`src/rtl/bfta_pkg.sv`:
```
// Shared types, widths, register codes and a saturating-add helper for the body force/torque block.
package bfta_pkg;

  localparam int unsigned FRAC_BITS_DEF = 16;
  localparam int unsigned CRD_W         = 32;
  localparam int unsigned DIST_W        = CRD_W + 1;
  localparam int unsigned ACC_W         = 64;
  localparam int unsigned FILL_W        = 16;
  localparam int unsigned CFG_IDX_W     = 3;
  localparam int unsigned NUM_LANES     = 6;

  typedef enum logic [CFG_IDX_W-1:0] {
    CFG_BODY_POS_X  = 3'd0,
    CFG_BODY_POS_Y  = 3'd1,
    CFG_BODY_POS_Z  = 3'd2,
    CFG_UNIT_FACTOR = 3'd3
  } cfg_idx_e;

  typedef logic signed [CRD_W-1:0] crd_t;
  typedef logic signed [ACC_W-1:0] acc_t;

  // One accepted cell
  typedef struct packed {
    crd_t [2:0] pos;
    crd_t [2:0] frc;
    logic       act;
    logic       last;
  } cell_t;

  // Force and torque contribution of one cell
  typedef struct packed {
    crd_t [2:0] frc;
    acc_t [2:0] torque;
    logic       act;
    logic       last;
  } term_t;

  // Six running or scaled totals
  typedef struct packed {
    acc_t [2:0] frc;
    acc_t [2:0] torque;
  } sums_t;

  // Signed add that clamps at the 64-bit limits
  function automatic acc_t sat_add(acc_t a, acc_t b);
    acc_t s;
    s = a + b;
    if (a[ACC_W-1] == b[ACC_W-1] && s[ACC_W-1] != a[ACC_W-1]) begin
      s = a[ACC_W-1] ? {1'b1, {(ACC_W-1){1'b0}}} : {1'b0, {(ACC_W-1){1'b1}}};
    end
    return s;
  endfunction

endpackage

```
`src/rtl/bfta_accum.sv`:
```
// Running force and torque sums with a snapshot taken on the last cell of a sweep.
module bfta_accum (
  input  logic             clk_i,
  input  logic             rst_ni,
  input  logic             in_valid_i,
  input  bfta_pkg::term_t  in_item_i,
  output logic             in_ready_o,
  output logic             out_valid_o,
  output bfta_pkg::sums_t  out_sums_o,
  input  logic             out_ready_i
);

  bfta_pkg::sums_t sum_q, sum_d, upd;
  bfta_pkg::sums_t snap_q;
  logic            snap_v_q;
  logic            accept;

  // A last cell waits only while the previous snapshot is still held
  assign in_ready_o = !in_item_i.last || !snap_v_q || out_ready_i;
  assign accept     = in_valid_i && in_ready_o;

  // Add this cell when it holds solid
  always_comb begin
    for (int a = 0; a < 3; a++) begin
      upd.frc[a]    = in_item_i.act
                    ? bfta_pkg::sat_add(sum_q.frc[a], bfta_pkg::acc_t'(in_item_i.frc[a]))
                    : sum_q.frc[a];
      upd.torque[a] = in_item_i.act
                    ? bfta_pkg::sat_add(sum_q.torque[a], in_item_i.torque[a])
                    : sum_q.torque[a];
    end
    sum_d = sum_q;
    if (accept) begin
      sum_d = in_item_i.last ? '0 : upd;
    end
  end

  always_ff @(posedge clk_i or negedge rst_ni) begin
    if (!rst_ni) begin
      sum_q    <= '0;
      snap_v_q <= 1'b0;
    end else begin
      sum_q <= sum_d;
      if (accept && in_item_i.last) begin
        snap_v_q <= 1'b1;
      end else if (out_ready_i) begin
        snap_v_q <= 1'b0;
      end
    end
  end

  // Capture the closing totals
  always_ff @(posedge clk_i) begin
    if (accept && in_item_i.last) begin
      snap_q <= upd;
    end
  end

  assign out_valid_o = snap_v_q;
  assign out_sums_o  = snap_q;

endmodule

```
`config.mk`:
```
export PLATFORM = sky130hd
export DESIGN_NAME = bfta_accum
export DESIGN_NICKNAME = d
export VERILOG_FILES = /design/src/rtl/bfta_pkg.sv /design/src/rtl/bfta_accum.sv
export SDC_FILE = /design/constraint.sdc
export NUM_CORES = 2
export LEC_CHECK = 0
export ABC_CLOCK_PERIOD_IN_PS = 27600
export BUFFER_PORTS_ARGS = -buffer_cell sky130_fd_sc_hd__clkbuf_2
export CORE_MARGIN = 3
export CORE_UTILIZATION = 35
export CTS_BUF_LIST = sky130_fd_sc_hd__clkbuf_4 sky130_fd_sc_hd__clkbuf_8
export CTS_CLUSTER_DIAMETER = 120
export CTS_CLUSTER_SIZE = 30
export DETAILED_ROUTE_END_ITERATION = 8
export HOLD_SLACK_MARGIN = 0.06
export SLEW_MARGIN = 40
export SYNTH_ARGS = -nofsm -noshare
export SYNTH_HDL_FRONTEND = slang
export SYNTH_SLANG_ARGS = --single-unit
```
`constraint.sdc`:
```
create_clock -name clk_i -period 27.6 [get_ports clk_i]
set_clock_uncertainty 0.1 [all_clocks]
set_input_delay 2.76 -clock clk_i [delete_from_list [all_inputs] [get_ports clk_i]]
set_output_delay 2.76 -clock clk_i [all_outputs]
set_load 0.02 [all_outputs]
```
==> metrics <==
worst reg2reg path depth=14; Final TNS setup=0 ps; Port Buffers=679; Worst VDD drop=between 0.05 and 0.06 mV; WP buf/inv=3; multiplexer share of the synthesized area=0.505%; final slew viol count=0; htree depth=2; synthesized flop and latch total=just under 800; Worst Path Required=between 20000 and 25000 ps; layout cells sized above 1=between 10% and 20%; Max-cap violations=0; worst-path cell chain=clkbuf_2 -> inv_1 -> or3_1 -> clkbuf_2; die span in x=between 300 and 400 um; Simple-Gate Fraction of Synth Area=14.8%; Worst Setup SP=in_item_i[0]; Root Buffer=clkbuf_8; Placed Area=between 0.05 and 0.06 mm^2; Final Cell Area=0.0597 mm^2; Iteration-0 DRC Markers=~3600; drt wl/cell=about 22 um; DRC Markers=0; antenna violations before repair=24; Synth Area in XOR/XNOR=between 5 and 6%; die outline area=approximately 0.16 mm^2; share of flip-flops with an asynchronous set or reset=around half; hold_buf cts=0; Area Growth Syn to Fin=11.7%; Worst R2R Setup Slack=between 20000 and 25000 ps; Compound-Gate Fraction of Synth Area=between 20% and 30%; fin nets=just over 7000; register area share after synthesis=between 30 and 40%; final WL=around 190000 um; chip height=between 300 and 400 um; Slew Limit Headroom=between 40% and 50%; Max FO, Critical Path=5; Pre-Repair DR Iteration Count=6; hold slack=roughly 430 ps; Initial Util=35.5%; critical path depth=4; final-report hold violation count=0; Sinks on Clock Net=roughly 770; Clock Tree Buf Depth=3; Power Density=between 60 and 70 mW/mm^2; grt ovf=0; min cycle time layout=between 6000 and 7000 ps; Area contributors post-synth=edfxtp_1 (22%), dfrtp_1 (18%), ha_1 (8.8%); Mapped Area=0.0535 mm^2; CP Class=input port to output pin; Synth area leader=edfxtp_1; number of setup violations in the final report=0; Slew @ Worst Pin=831 ps; CTS tree=yes; CP Data Arrival Time=about 3600 ps; Routed Antenna Nets=0; row count=~140; Syn Nets=between 6000 and 7000; RSZ-0062 raised after global routing=false; syn_area_per_cell=9.01 um^2; Critical R2R Launch=sum_q[282]$_DFFE_PN0P_; largest family of logic cells by synthesized area=compound AO/OA/AOI/OAI gates; pin count of the biggest net entering global routing=155; Ports=680; dpl ws=between 20000 and 25000 ps; Final GP Congestion=0.921; CORE AREA=0.151 mm^2; cell seen most often among critical-path stages=clkbuf_2; Post-Syn Instances=about 6000; post-layout util=about two fifths; via count=between 40000 and 50000; setup ws final=between 20000 and 25000 ps; post-CTS sizing=0; Reg-to-Reg End=sum_q[312]$_DFFE_PN0P_; hpwl dp=about 140000 um; element type at the critical path start=input port; Placed Cells=between 8000 and 9000; clock buffer count from CTS=40; status=completed; fin crit share=around a quarter; final std cells w/o fill=between 8000 and 9000; Slowest-stage cell, CP=or3_1; clock slew at reported path FFs=between 150 and 200 ps; vias in the first global route=approximately 46000; Hold Path Class=flop to flop; routed vias/inst=about 5.7; top cell type's share of synthesized area=between 20 and 25%; GRT Total Usage=a little under a quarter; hold depth=2; Max Clk Rate=about 150 MHz; leak pwr=roughly 26 nW; Synth Area in Adders=under 10%; first-pass GRT wire length=283000 um; Distinct cells, synth=about 110; Primary FF master, synth=dfrtp_1; Crit path largest cell delay=430 ps; PnR Total Power=4.13 mW; Clk Latency, worst-skew pair=roughly 800 ps; Worst setup endpoint=in_ready_o; Post-synth EDFFs=between 300 and 400; Worst setup EP type=output pin; Synthesis Warnings=0; post-CTS setup buffer count=0; CP delay by family, top=buffers and inverters
state kept, by name, summed over array words and instances, names as in the netlist:
register	flops
out_sums_o	384
sum_q	384
out_valid_o	1
area by class of cell:
class	instances	area (um^2)
fill	15200	91100
multi-input combinational	4667	30300
clock inverter	22	384
inverter	156	593
antenna	17	42.5
tap	2016	2520
clock buffer	50	632
sequential	769	21200
timing repair buffer	731	4070
power by group:
group	internal [mW]	switching, mW
clock	0.188	0.444
sequential	1.43	0.131
combinational	0.711	1.22
cell usage after synthesis (all sizes together) (23+ instances only):
library cell and count:
nand2 648, o21ai 635, a21oi 530, nor2 518
dfrtp 385, edfxtp 384, ha 378, o2bb2ai 290
clkbuf 267, a21o 213, xnor2 199, inv 155
xor2 125, nand4 124, nand3 92, o21bai 85
buf 70, a31oi 56, nor2b 52, nor3 52
nand2b 48, o21a 48, or3 47, and2 43
o31ai 40, and3 34, a21boi 33, o211ai 32
a211oi 29, a22o 25, a221o 23, nor4 23
cells by family (layout without fill, tap and decap cells):
kind of cell	after synthesis	count (layout)
adder cells (fa/ha/maj)	384	384
AND/OR/NAND/NOR	1740	1740
buffers and inverters	497	959
XOR/XNOR	324	324
flip-flops	769	769
AO/OA/AOI/OAI	2194	2194
multiplexers	25	25
other	0	17
routing by layer:
metal  GRT usage [%]  routed length [um]  vias up
li1                -                   -    22800
met5               0                  45        -
met2            36.6               85200     1578
met4            5.90                4600        6
met3            4.45               13700      174
met1            30.6               81700    23400
worst min-delay path: cells and delay by family, from the launching register on:
kind	cells	cell delay [ps]
compound gates	1	60
simple gates	1	50
flops	1	400
placed cells by master, fill, tap and decap left out, drive strengths merged, types with 25 or more instances in the layout:
master / n
clkbuf: 727
nand2: 648
o21ai: 635
a21oi: 530
nor2: 518
dfrtp: 385
edfxtp: 384
ha: 378
o2bb2ai: 290
a21o: 213
xnor2: 199
inv: 167
xor2: 125
nand4: 124
nand3: 92
o21bai: 85
a31oi: 56
buf: 54
nor2b: 52
nor3: 52
o21a: 48
nand2b: 48
or3: 47
and2: 43
o31ai: 40
and3: 34
a21boi: 33
o211ai: 32
a211oi: 29
a22o: 25
worst min-delay path by stage:
stage                                 from  slack [ps]                endpoint
CTS                  sum_q[69]$_DFFE_PN0P_         440   sum_q[69]$_DFFE_PN0P_
global placement    sum_q[214]$_DFFE_PN0P_         390  sum_q[214]$_DFFE_PN0P_
detailed placement  sum_q[158]$_DFFE_PN0P_         400  sum_q[158]$_DFFE_PN0P_
floorplan           sum_q[180]$_DFFE_PN0P_         370  sum_q[180]$_DFFE_PN0P_
global route        sum_q[179]$_DFFE_PN0P_         460  sum_q[179]$_DFFE_PN0P_
finish                sum_q[5]$_DFFE_PN0P_         430    sum_q[5]$_DFFE_PN0P_
(Power assumes the default switching activity.)
